### src/rtl/bale_pkg.sv
// Shared types and constants for the bounded array list engine.
// No dependencies; bale_dp, bale_ctrl and the core import this package.
package bale_pkg;

  // Default list capacity
  localparam int BALE_DEPTH = 128;

  // Request operation codes
  typedef enum logic [2:0] {
    OP_CLEAR  = 3'd0,
    OP_APPEND = 3'd1,
    OP_INSERT = 3'd2,
    OP_DELETE = 3'd3,
    OP_FIND   = 3'd4,
    OP_GET    = 3'd5
  } bale_op_t;

  // Result status codes
  typedef enum logic [1:0] {
    STAT_OK     = 2'd0,
    STAT_FULL   = 2'd1,
    STAT_BADPOS = 2'd2,
    STAT_EMPTY  = 2'd3
  } bale_status_t;

  // Request beat
  typedef struct packed {
    logic [2:0]         func;
    logic [7:0]         position;
    logic signed [31:0] value;
  } bale_in_t;

  // Result beat
  typedef struct packed {
    logic [1:0]         status;
    logic signed [31:0] read_value;
    logic [7:0]         found_position;
    logic [7:0]         count;
  } bale_out_t;

  // Controller states
  typedef enum logic [2:0] {
    S_IDLE,
    S_SWEEP,
    S_TAIL,
    S_PUT,
    S_DONE
  } bale_state_t;

  // Controller to datapath commands
  typedef struct packed {
    logic take;   // capture the request beat and decode it
    logic sweep;  // issue one memory read of the walk
    logic put;    // write the inserted value at its position
    logic push;   // load the result into the output register
  } bale_cmd_t;

  // Datapath to controller status
  typedef struct packed {
    logic need_sweep;  // decoded request walks the memory
    logic need_put;    // decoded request is an insert at the tail
    logic last;        // current read is the final one of the walk
    logic is_insert;   // request in flight is an insert
    logic out_free;    // output register can take a result this cycle
  } bale_sts_t;

endpackage

### src/rtl/bale_ram.sv
// Generic single-write, single-read RAM with a registered read port.
// No dependencies.
module bale_ram #(
  parameter int WIDTH = 32,
  parameter int DEPTH = 128
) (
  input  logic                     clk,
  input  logic                     we,
  input  logic [$clog2(DEPTH)-1:0] waddr,
  input  logic [WIDTH-1:0]         wdata,
  input  logic                     re,
  input  logic [$clog2(DEPTH)-1:0] raddr,
  output logic [WIDTH-1:0]         rdata
);

  logic [WIDTH-1:0] mem [DEPTH];

  // Write port
  always_ff @(posedge clk) begin
    if (we) begin
      mem[waddr] <= wdata;
    end
  end

  // Registered read port
  always_ff @(posedge clk) begin
    if (re) begin
      rdata <= mem[raddr];
    end
  end

endmodule

### src/rtl/bale_dp.sv
// Datapath: length register, request decode, element memory walk and result register.
// Depends on bale_pkg and bale_ram.
module bale_dp import bale_pkg::*; #(
  parameter int DEPTH = BALE_DEPTH
) (
  input  logic      clk,
  input  logic      rst_n,
  input  bale_cmd_t cmd,
  output bale_sts_t sts,
  input  bale_in_t  in_data,
  output logic      out_valid,
  input  logic      out_ready,
  output bale_out_t out_data
);

  localparam int AW = $clog2(DEPTH);
  localparam int LW = $clog2(DEPTH + 1);
  localparam int CW = ((LW > 8) ? LW : 8) + 1;

  // Registers
  logic [LW-1:0]      len_r, len_nxt;
  logic               lag_valid_r, lag_valid_nxt;
  logic               out_valid_r, out_valid_nxt;
  logic [2:0]         op_r;
  logic [31:0]        val_r;
  logic [AW-1:0]      pidx_r;
  logic [AW-1:0]      idx_r, idx_nxt;
  logic [AW-1:0]      end_r;
  logic [AW-1:0]      lag_idx_r;
  logic [1:0]         res_status_r, res_status_nxt;
  logic [31:0]        res_read_r, res_read_nxt;
  logic [7:0]         res_found_r, res_found_nxt;
  logic               hit_r, hit_nxt;
  bale_out_t          out_data_r;

  // Decode
  logic [CW-1:0]      pos_ext, len_ext;
  logic               full, empty, ins_ok, sel_ok;
  logic [AW-1:0]      pos_idx, len_idx, tail_idx;
  logic [1:0]         dec_status;
  logic               dec_sweep, dec_put, dec_app;
  logic [AW-1:0]      dec_start, dec_end;

  // Memory ports
  logic               mem_we;
  logic [AW-1:0]      mem_waddr;
  logic [31:0]        mem_wdata;
  logic [31:0]        mem_rdata;

  assign pos_ext  = CW'(in_data.position);
  assign len_ext  = CW'(len_r);
  assign full     = (len_r == LW'(DEPTH));
  assign empty    = (len_r == '0);
  assign ins_ok   = (pos_ext != '0) && (pos_ext <= len_ext + CW'(1));
  assign sel_ok   = (pos_ext != '0) && (pos_ext <= len_ext);
  assign pos_idx  = AW'(pos_ext - CW'(1));
  assign len_idx  = AW'(len_ext - CW'(1));
  assign tail_idx = AW'(len_r);

  // Decode the request against the current length
  always_comb begin
    dec_status = STAT_OK;
    dec_sweep  = 1'b0;
    dec_put    = 1'b0;
    dec_app    = 1'b0;
    dec_start  = pos_idx;
    dec_end    = pos_idx;
    case (in_data.func)
      OP_CLEAR: begin
        dec_status = STAT_OK;
      end
      OP_APPEND: begin
        if (full) begin
          dec_status = STAT_FULL;
        end else begin
          dec_app = 1'b1;
        end
      end
      OP_INSERT: begin
        if (full) begin
          dec_status = STAT_FULL;
        end else if (!ins_ok) begin
          dec_status = STAT_BADPOS;
        end else if (pos_ext <= len_ext) begin
          dec_sweep = 1'b1;
          dec_start = len_idx;
          dec_end   = pos_idx;
        end else begin
          dec_put = 1'b1;
        end
      end
      OP_DELETE: begin
        if (empty) begin
          dec_status = STAT_EMPTY;
        end else if (!sel_ok) begin
          dec_status = STAT_BADPOS;
        end else begin
          dec_sweep = 1'b1;
          dec_start = pos_idx;
          dec_end   = len_idx;
        end
      end
      OP_FIND: begin
        if (!empty) begin
          dec_sweep = 1'b1;
          dec_start = '0;
          dec_end   = len_idx;
        end
      end
      OP_GET: begin
        if (!sel_ok) begin
          dec_status = STAT_BADPOS;
        end else begin
          dec_sweep = 1'b1;
        end
      end
      default: begin
        dec_status = STAT_OK;
      end
    endcase
  end

  // Status toward the controller
  assign sts.need_sweep = dec_sweep;
  assign sts.need_put   = dec_put;
  assign sts.last       = (idx_r == end_r);
  assign sts.is_insert  = (op_r == OP_INSERT);
  assign sts.out_free   = !out_valid_r || out_ready;

  // Length update
  always_comb begin
    len_nxt = len_r;
    if (cmd.take) begin
      if (in_data.func == OP_CLEAR) begin
        len_nxt = '0;
      end else if (dec_app) begin
        len_nxt = len_r + LW'(1);
      end else if ((in_data.func == OP_DELETE) && dec_sweep) begin
        len_nxt = len_r - LW'(1);
      end
    end else if (cmd.put) begin
      len_nxt = len_r + LW'(1);
    end
  end

  // Walk pointer: down for insert, up otherwise
  always_comb begin
    idx_nxt = idx_r;
    if (cmd.take) begin
      idx_nxt = dec_start;
    end else if (cmd.sweep) begin
      idx_nxt = (op_r == OP_INSERT) ? idx_r - AW'(1) : idx_r + AW'(1);
    end
  end

  assign lag_valid_nxt = cmd.sweep;

  // Handle read data in the cycle after each read; drive the write port
  always_comb begin
    res_status_nxt = res_status_r;
    res_read_nxt   = res_read_r;
    res_found_nxt  = res_found_r;
    hit_nxt        = hit_r;
    mem_we         = 1'b0;
    mem_waddr      = lag_idx_r;
    mem_wdata      = mem_rdata;
    if (cmd.take) begin
      res_status_nxt = dec_status;
      res_read_nxt   = '0;
      res_found_nxt  = '0;
      hit_nxt        = 1'b0;
      if (dec_app) begin
        mem_we    = 1'b1;
        mem_waddr = tail_idx;
        mem_wdata = in_data.value;
      end
    end else if (cmd.put) begin
      mem_we    = 1'b1;
      mem_waddr = pidx_r;
      mem_wdata = val_r;
    end else if (lag_valid_r) begin
      case (op_r)
        OP_INSERT: begin
          mem_we    = 1'b1;
          mem_waddr = lag_idx_r + AW'(1);
        end
        OP_DELETE: begin
          if (lag_idx_r == pidx_r) begin
            res_read_nxt = mem_rdata;
          end else begin
            mem_we    = 1'b1;
            mem_waddr = lag_idx_r - AW'(1);
          end
        end
        OP_FIND: begin
          if (!hit_r && (mem_rdata == val_r)) begin
            hit_nxt       = 1'b1;
            res_found_nxt = 8'({1'b0, lag_idx_r} + (AW+1)'(1));
          end
        end
        OP_GET: begin
          res_read_nxt = mem_rdata;
        end
        default: begin
          hit_nxt = hit_r;
        end
      endcase
    end
  end

  // Output register: load on push, drop on a taken beat
  always_comb begin
    out_valid_nxt = out_valid_r;
    if (cmd.push) begin
      out_valid_nxt = 1'b1;
    end else if (out_ready) begin
      out_valid_nxt = 1'b0;
    end
  end

  // Control registers
  always_ff @(posedge clk) begin
    if (!rst_n) begin
      len_r       <= '0;
      lag_valid_r <= 1'b0;
      out_valid_r <= 1'b0;
    end else begin
      len_r       <= len_nxt;
      lag_valid_r <= lag_valid_nxt;
      out_valid_r <= out_valid_nxt;
    end
  end

  // Payload registers
  always_ff @(posedge clk) begin
    if (cmd.take) begin
      op_r   <= in_data.func;
      val_r  <= in_data.value;
      pidx_r <= pos_idx;
      end_r  <= dec_end;
    end
    idx_r        <= idx_nxt;
    lag_idx_r    <= idx_r;
    res_status_r <= res_status_nxt;
    res_read_r   <= res_read_nxt;
    res_found_r  <= res_found_nxt;
    hit_r        <= hit_nxt;
    if (cmd.push) begin
      out_data_r.status         <= res_status_r;
      out_data_r.read_value     <= $signed(res_read_r);
      out_data_r.found_position <= res_found_r;
      out_data_r.count          <= 8'(len_r);
    end
  end

  assign out_valid = out_valid_r;
  assign out_data  = out_data_r;

  // Element store
  bale_ram #(
    .WIDTH(32),
    .DEPTH(DEPTH)
  ) u_ram (
    .clk  (clk),
    .we   (mem_we),
    .waddr(mem_waddr),
    .wdata(mem_wdata),
    .re   (cmd.sweep),
    .raddr(idx_r),
    .rdata(mem_rdata)
  );

endmodule

### src/rtl/bale_ctrl.sv
// Controller state machine: sequences decode, memory walk, insert write and result.
// Depends on bale_pkg.
module bale_ctrl import bale_pkg::*; (
  input  logic      clk,
  input  logic      rst_n,
  input  logic      in_valid,
  output logic      in_ready,
  input  bale_sts_t sts,
  output bale_cmd_t cmd
);

  bale_state_t state_r, state_nxt;

  // Next state
  always_comb begin
    state_nxt = state_r;
    case (state_r)
      S_IDLE: begin
        if (in_valid) begin
          if (sts.need_sweep) begin
            state_nxt = S_SWEEP;
          end else if (sts.need_put) begin
            state_nxt = S_PUT;
          end else begin
            state_nxt = S_DONE;
          end
        end
      end
      S_SWEEP: begin
        if (sts.last) begin
          state_nxt = S_TAIL;
        end
      end
      S_TAIL: begin
        state_nxt = sts.is_insert ? S_PUT : S_DONE;
      end
      S_PUT: begin
        state_nxt = S_DONE;
      end
      S_DONE: begin
        if (sts.out_free) begin
          state_nxt = S_IDLE;
        end
      end
      default: begin
        state_nxt = S_IDLE;
      end
    endcase
  end

  // Outputs
  always_comb begin
    in_ready  = 1'b0;
    cmd       = '0;
    case (state_r)
      S_IDLE: begin
        in_ready = 1'b1;
        cmd.take = in_valid;
      end
      S_SWEEP: begin
        cmd.sweep = 1'b1;
      end
      S_PUT: begin
        cmd.put = 1'b1;
      end
      S_DONE: begin
        cmd.push = sts.out_free;
      end
      default: begin
        in_ready = 1'b0;
      end
    endcase
  end

  always_ff @(posedge clk) begin
    if (!rst_n) begin
      state_r <= S_IDLE;
    end else begin
      state_r <= state_nxt;
    end
  end

endmodule

### src/rtl/bounded_array_list_engine_core.sv
// Bounded array list engine: ordered list of up to DEPTH signed 32-bit values.
// Request beats enter on in_*, one result beat per request leaves on out_*.
// Both channels are valid/ready; a beat moves when valid and ready are high.
// Operations: clear, append, insert, delete, find first, get (1-based).
// Each result carries a status, the read value or found position and the new length.
// One request is in flight at a time; in_ready is high only while idle.
// Clear, append, unused codes and rejected requests go from idle straight to the
// result state. Get reads one entry. Insert at the tail writes in the put state.
// Insert, delete and find walk the element RAM one entry per cycle through
// its single read port; insert then writes its value in the put state.
// The result sits in an output register; the next request is taken while it
// waits. A stalled receiver holds the engine only once a second result is
// ready. Reset empties the list; the RAM needs no clearing, since only written
// entries are ever read.
// Depends on bale_pkg, bale_ctrl, bale_dp and bale_ram.
module bounded_array_list_engine_core import bale_pkg::*; #(
  parameter int DEPTH = BALE_DEPTH
) (
  input  logic      clk,
  input  logic      rst_n,
  input  logic      in_valid,
  output logic      in_ready,
  input  bale_in_t  in_data,
  output logic      out_valid,
  input  logic      out_ready,
  output bale_out_t out_data
);

  bale_cmd_t cmd;
  bale_sts_t sts;

  // Sequencer
  bale_ctrl u_ctrl (
    .clk     (clk),
    .rst_n   (rst_n),
    .in_valid(in_valid),
    .in_ready(in_ready),
    .sts     (sts),
    .cmd     (cmd)
  );

  // List storage and result path
  bale_dp #(
    .DEPTH(DEPTH)
  ) u_dp (
    .clk      (clk),
    .rst_n    (rst_n),
    .cmd      (cmd),
    .sts      (sts),
    .in_data  (in_data),
    .out_valid(out_valid),
    .out_ready(out_ready),
    .out_data (out_data)
  );

endmodule

### config.mk
export PLATFORM = sky130hd
export DESIGN_NAME = bounded_array_list_engine_core
export DESIGN_NICKNAME = d
export VERILOG_FILES = /design/src/rtl/bale_pkg.sv /design/src/rtl/bale_ram.sv /design/src/rtl/bale_dp.sv /design/src/rtl/bale_ctrl.sv /design/src/rtl/bounded_array_list_engine_core.sv
export SDC_FILE = /design/constraint.sdc
export NUM_CORES = 2
export LEC_CHECK = 0
export ABC_AREA = 1
export BUFFER_PORTS_ARGS = -buffer_cell sky130_fd_sc_hd__buf_2
export CAP_MARGIN = 20
export CORE_ASPECT_RATIO = 0.8
export CORE_UTILIZATION = 30
export CTS_BUF_LIST = sky130_fd_sc_hd__clkbuf_4 sky130_fd_sc_hd__clkbuf_8
export CTS_CLUSTER_DIAMETER = 200
export CTS_CLUSTER_SIZE = 25
export DETAILED_ROUTE_END_ITERATION = 7
export GPL_ROUTABILITY_DRIVEN = 0
export PLACE_DENSITY_LB_ADDON = 0.25
export RECOVER_POWER = 50
export SYNTH_ARGS = -nofsm -noshare
export SYNTH_HDL_FRONTEND = slang
export SYNTH_SLANG_ARGS = --single-unit
export TNS_END_PERCENT = 50
### constraint.sdc
create_clock -name clk -period 7.6 [get_ports clk]
set_input_delay 0.76 -clock clk [delete_from_list [all_inputs] [get_ports clk]]
set_output_delay 0.76 -clock clk [all_outputs]
set_load 0.005 [all_outputs]
==> impl_metrics.tcl <==
set metrics [dict create \
    status "complete, but fails checks" \
    violations "capacitance limit, slew limit" \
    pwr-share-clk 0.133 \
    dp_hpwl_mm 339 \
    cts_tree "built" \
    finalSetupTns_ps 0 \
    power_frac_seq 0.412 \
    drtIter0Drc 17438 \
    num_vias 110147 \
    synth_top_area_cell "edfxtp_1" \
    drc 0 \
    crit_start "u_dp.idx_r[3]" \
    power_density_nw_per_um2 395 \
    worst_ep_required_time_ps 8620 \
    grt.total_usage 0.194 \
    fmax_mhz 148 \
    wl_per_cell_um 28.4 \
    grt_max_degree 182 \
    multi_input_area_um2 38200 \
    postSynthCellCount 13077 \
    cts_buffers 193 \
    rsz0062_at_grt "no" \
    critPathTopFamily "buffers and inverters" \
    overflow 0 \
    rr_startpoint "u_dp.idx_r[3]" \
    chipWidth_um 843 \
    synth.area.top_cells "edfxtp_1 75%, o21ai_0 7.6%, nor2_1 6.2%" \
    synth.most_common_cell "edfxtp_1" \
    coreArea_um2 562000 \
    power_leakage_nw 55.1 \
    h-tree-depth 4 \
    avgViaCountPerCell 5.42 \
    start_kind "flop" \
    die_area_um2 569000 \
    vdd_drop_max_mv 0.383 \
    clk_pin_slew_ps 170 \
    crit_type "flop to flop" \
    syn_nets 13148 \
    postRouteAntennaNets 0 \
    nFillCells 55447 \
    cts_hold_buf 38 \
    port_buffers 98 \
    path_max_fanout 49 \
    hold_start "in_valid" \
    slowest_stage "clkbuf_1" \
    critPathMaxStageDelay_ps 2630 \
    synth_area_um2 170000 \
    die_h_um 675 \
    end_kind "flop" \
    cts.sinks 4297 \
    synthTopCellsByCount "4,236 x edfxtp_1, 2,808 x nor2_1, 2,572 x o21ai_0" \
    switching_power_mw 33.8 \
    slew_headroom -1.57 \
    synth_cell_type_count 56 \
    grt_pass1_wl_mm 802 \
    finalNetCount 12903 \
    cts_root_buf "clkbuf_8" \
    path_cells "clkbuf_1 > o21ai_0 > o22ai_1 > nor2_1 > o32ai_1 > nand2_1 > nand2_1" \
    synthFlopType "edfxtp_1" \
    period_share 0.888 \
    firstDrtPassIters 7 \
    sw_frac_of_total 0.464 \
    setup_viol 0 \
    ff_latch_area_um2 128000 \
    syn2layout_area_growth_pct 8.70 \
    slew_viol_final 2013 \
    drt-total-wl_mm 578 \
    cts_buffer_depth 4 \
    clock_skew_ps 133 \
    path_buf_inv 1 \
    pwr-share-comb 0.456 \
    first_global_vias 98723 \
    hold_viol_final 0 \
    cts_setup_buffers 0 \
    drv_cap 43 \
    p_int_mw 39.1 \
    start_util 0.302 \
    drive_gt1_frac 0.0629 \
    top_level_ports 99 \
    ys_ff_latch 4297 \
    yosysWarnings 0 \
    synth.yosys.seq_area_share 0.757 \
    rows 246 \
    avgSynthCellArea_um2 13.0 \
    dpl.cell_count 19982 \
    fin_crit_ps 6750 \
    clkLatencyLatePin_ps 1230 \
    post_cts_resize_count 0 \
    synth_top_area_frac 0.749 \
    min_path_type "input pin to flop" \
    cpMostUsedCell "nand2_1" \
    synth-edff-count 4236 \
    tightest_slew_ps 3860 \
    worstPathArrival_ps 7770 \
    fin_cells 20337 \
    synthArstFlopShare 0 \
    antenna_found_initial 42 \
]
## stage by stage
step | setup slack, ps | power, mW | utilization | hold slack [ps] | cell area, um^2
6_report | 852 | 72.9 | 0.328 | 143 | 185000
5_1_grt | 897 | 75.5 | 0.328 | 133 | 184000
4_1_cts | 1920 | 72.4 | 0.327 | 43.9 | 184000
3_5_place_dp | 1750 | 63.0 | 0.321 | 405 | 181000
3_3_place_gp | 1650 | 63.0 | 0.320 | 407 | 180000
2_1_floorplan | 1380 | 46.9 | - | 346 | 170000
## cell families after synthesis
logic type,share of synthesized area
and+or+nand+nor,0.0824
buffers and inverters,0.0249
muxes,0.0000590
adders and majority gates,0.00181
xor gates and xnor gates,0.00320
AOI/OAI and AO/OA,0.131
DFF,0.757
## worst register-to-register path, cell delays in order, from the launching register on
cell,delay (ps)
edfxtp_1,560
clkbuf_1,2630
o21ai_0,1070
o22ai_1,860
nor2_1,290
o32ai_1,850
nand2_1,240
nand2_1,130
## placed cells by master (no fill, tap or decap), drive strengths merged, types with 27 or more instances in the layout
master / Yosys / routed
diode: 0 / 27
o21ai: 2578 / 2578
o22ai: 1279 / 1279
nor2: 2815 / 2815
nand3: 161 / 161
buf: 200 / 355
a21oi: 149 / 149
edfxtp: 4236 / 4236
dlygate4sd3: 0 / 38
nor3: 49 / 49
xor2: 37 / 37
clkbuf: 744 / 337
o32ai: 30 / 30
nand2: 507 / 507
dfxtp: 61 / 61
inv: 102 / 106
## registers in the layout, indices dropped and copies added, names as in the netlist, 7 cells and up
signal	count
u_dp.idx_r	7
u_dp.len_r	8
u_dp.lag_idx_r	7
u_dp.u_ram.rdata	32
u_dp.out_data	50
u_dp.res_found_r	8
u_dp.end_r	7
u_dp.u_ram.mem	4096
u_dp.val_r	32
u_dp.pidx_r	7
u_dp.res_read_r	32
## power by group through the flow
stage	sequential [mW]	combinational, mW	clock [mW]
2_1_floorplan	30.6	16.4	0
3_3_place_gp	30.3	32.6	0
3_5_place_dp	30.3	32.7	0
4_1_cts	29.8	32.8	9.84
5_1_grt	30.1	34.9	10.5
6_report	30.0	33.2	9.67
## worst paths after layout
path              cells past startpoint  slack (ps)              endpoint
hold reg to reg                       0         410     u_dp.out_data[21]
setup reg to reg                      7         850  u_dp.u_ram.rdata[15]
setup / recovery                      7         850  u_dp.u_ram.rdata[15]
hold / removal                        5         140     u_ctrl.state_r[1]
## per-layer routing
layer	vias up	part of all wire	GRT usage	wire, um
li1	47857	-	-	-
met1	56361	0.46	0.301	266000
met2	5343	0.41	0.272	236000
met3	582	0.11	0.0473	62300
met4	4	0.024	0.0410	13800
met5	-	0.00039	0.00270	227
## layout make-up
| class | count | area share |
|---|---|---|
| diodes | 27 | 0.000366 |
| multi-input cells | 7732 | 0.207 |
| inverters | 104 | 0.00235 |
| flip-flops and latches | 4297 | 0.696 |
| clock inverters | 7 | 0.000312 |
| repair buffers | 504 | 0.0278 |
| well taps | 7440 | 0.0505 |
| clock buffers | 226 | 0.0158 |
No activity file was read; power rests on OpenSTA's default activity.
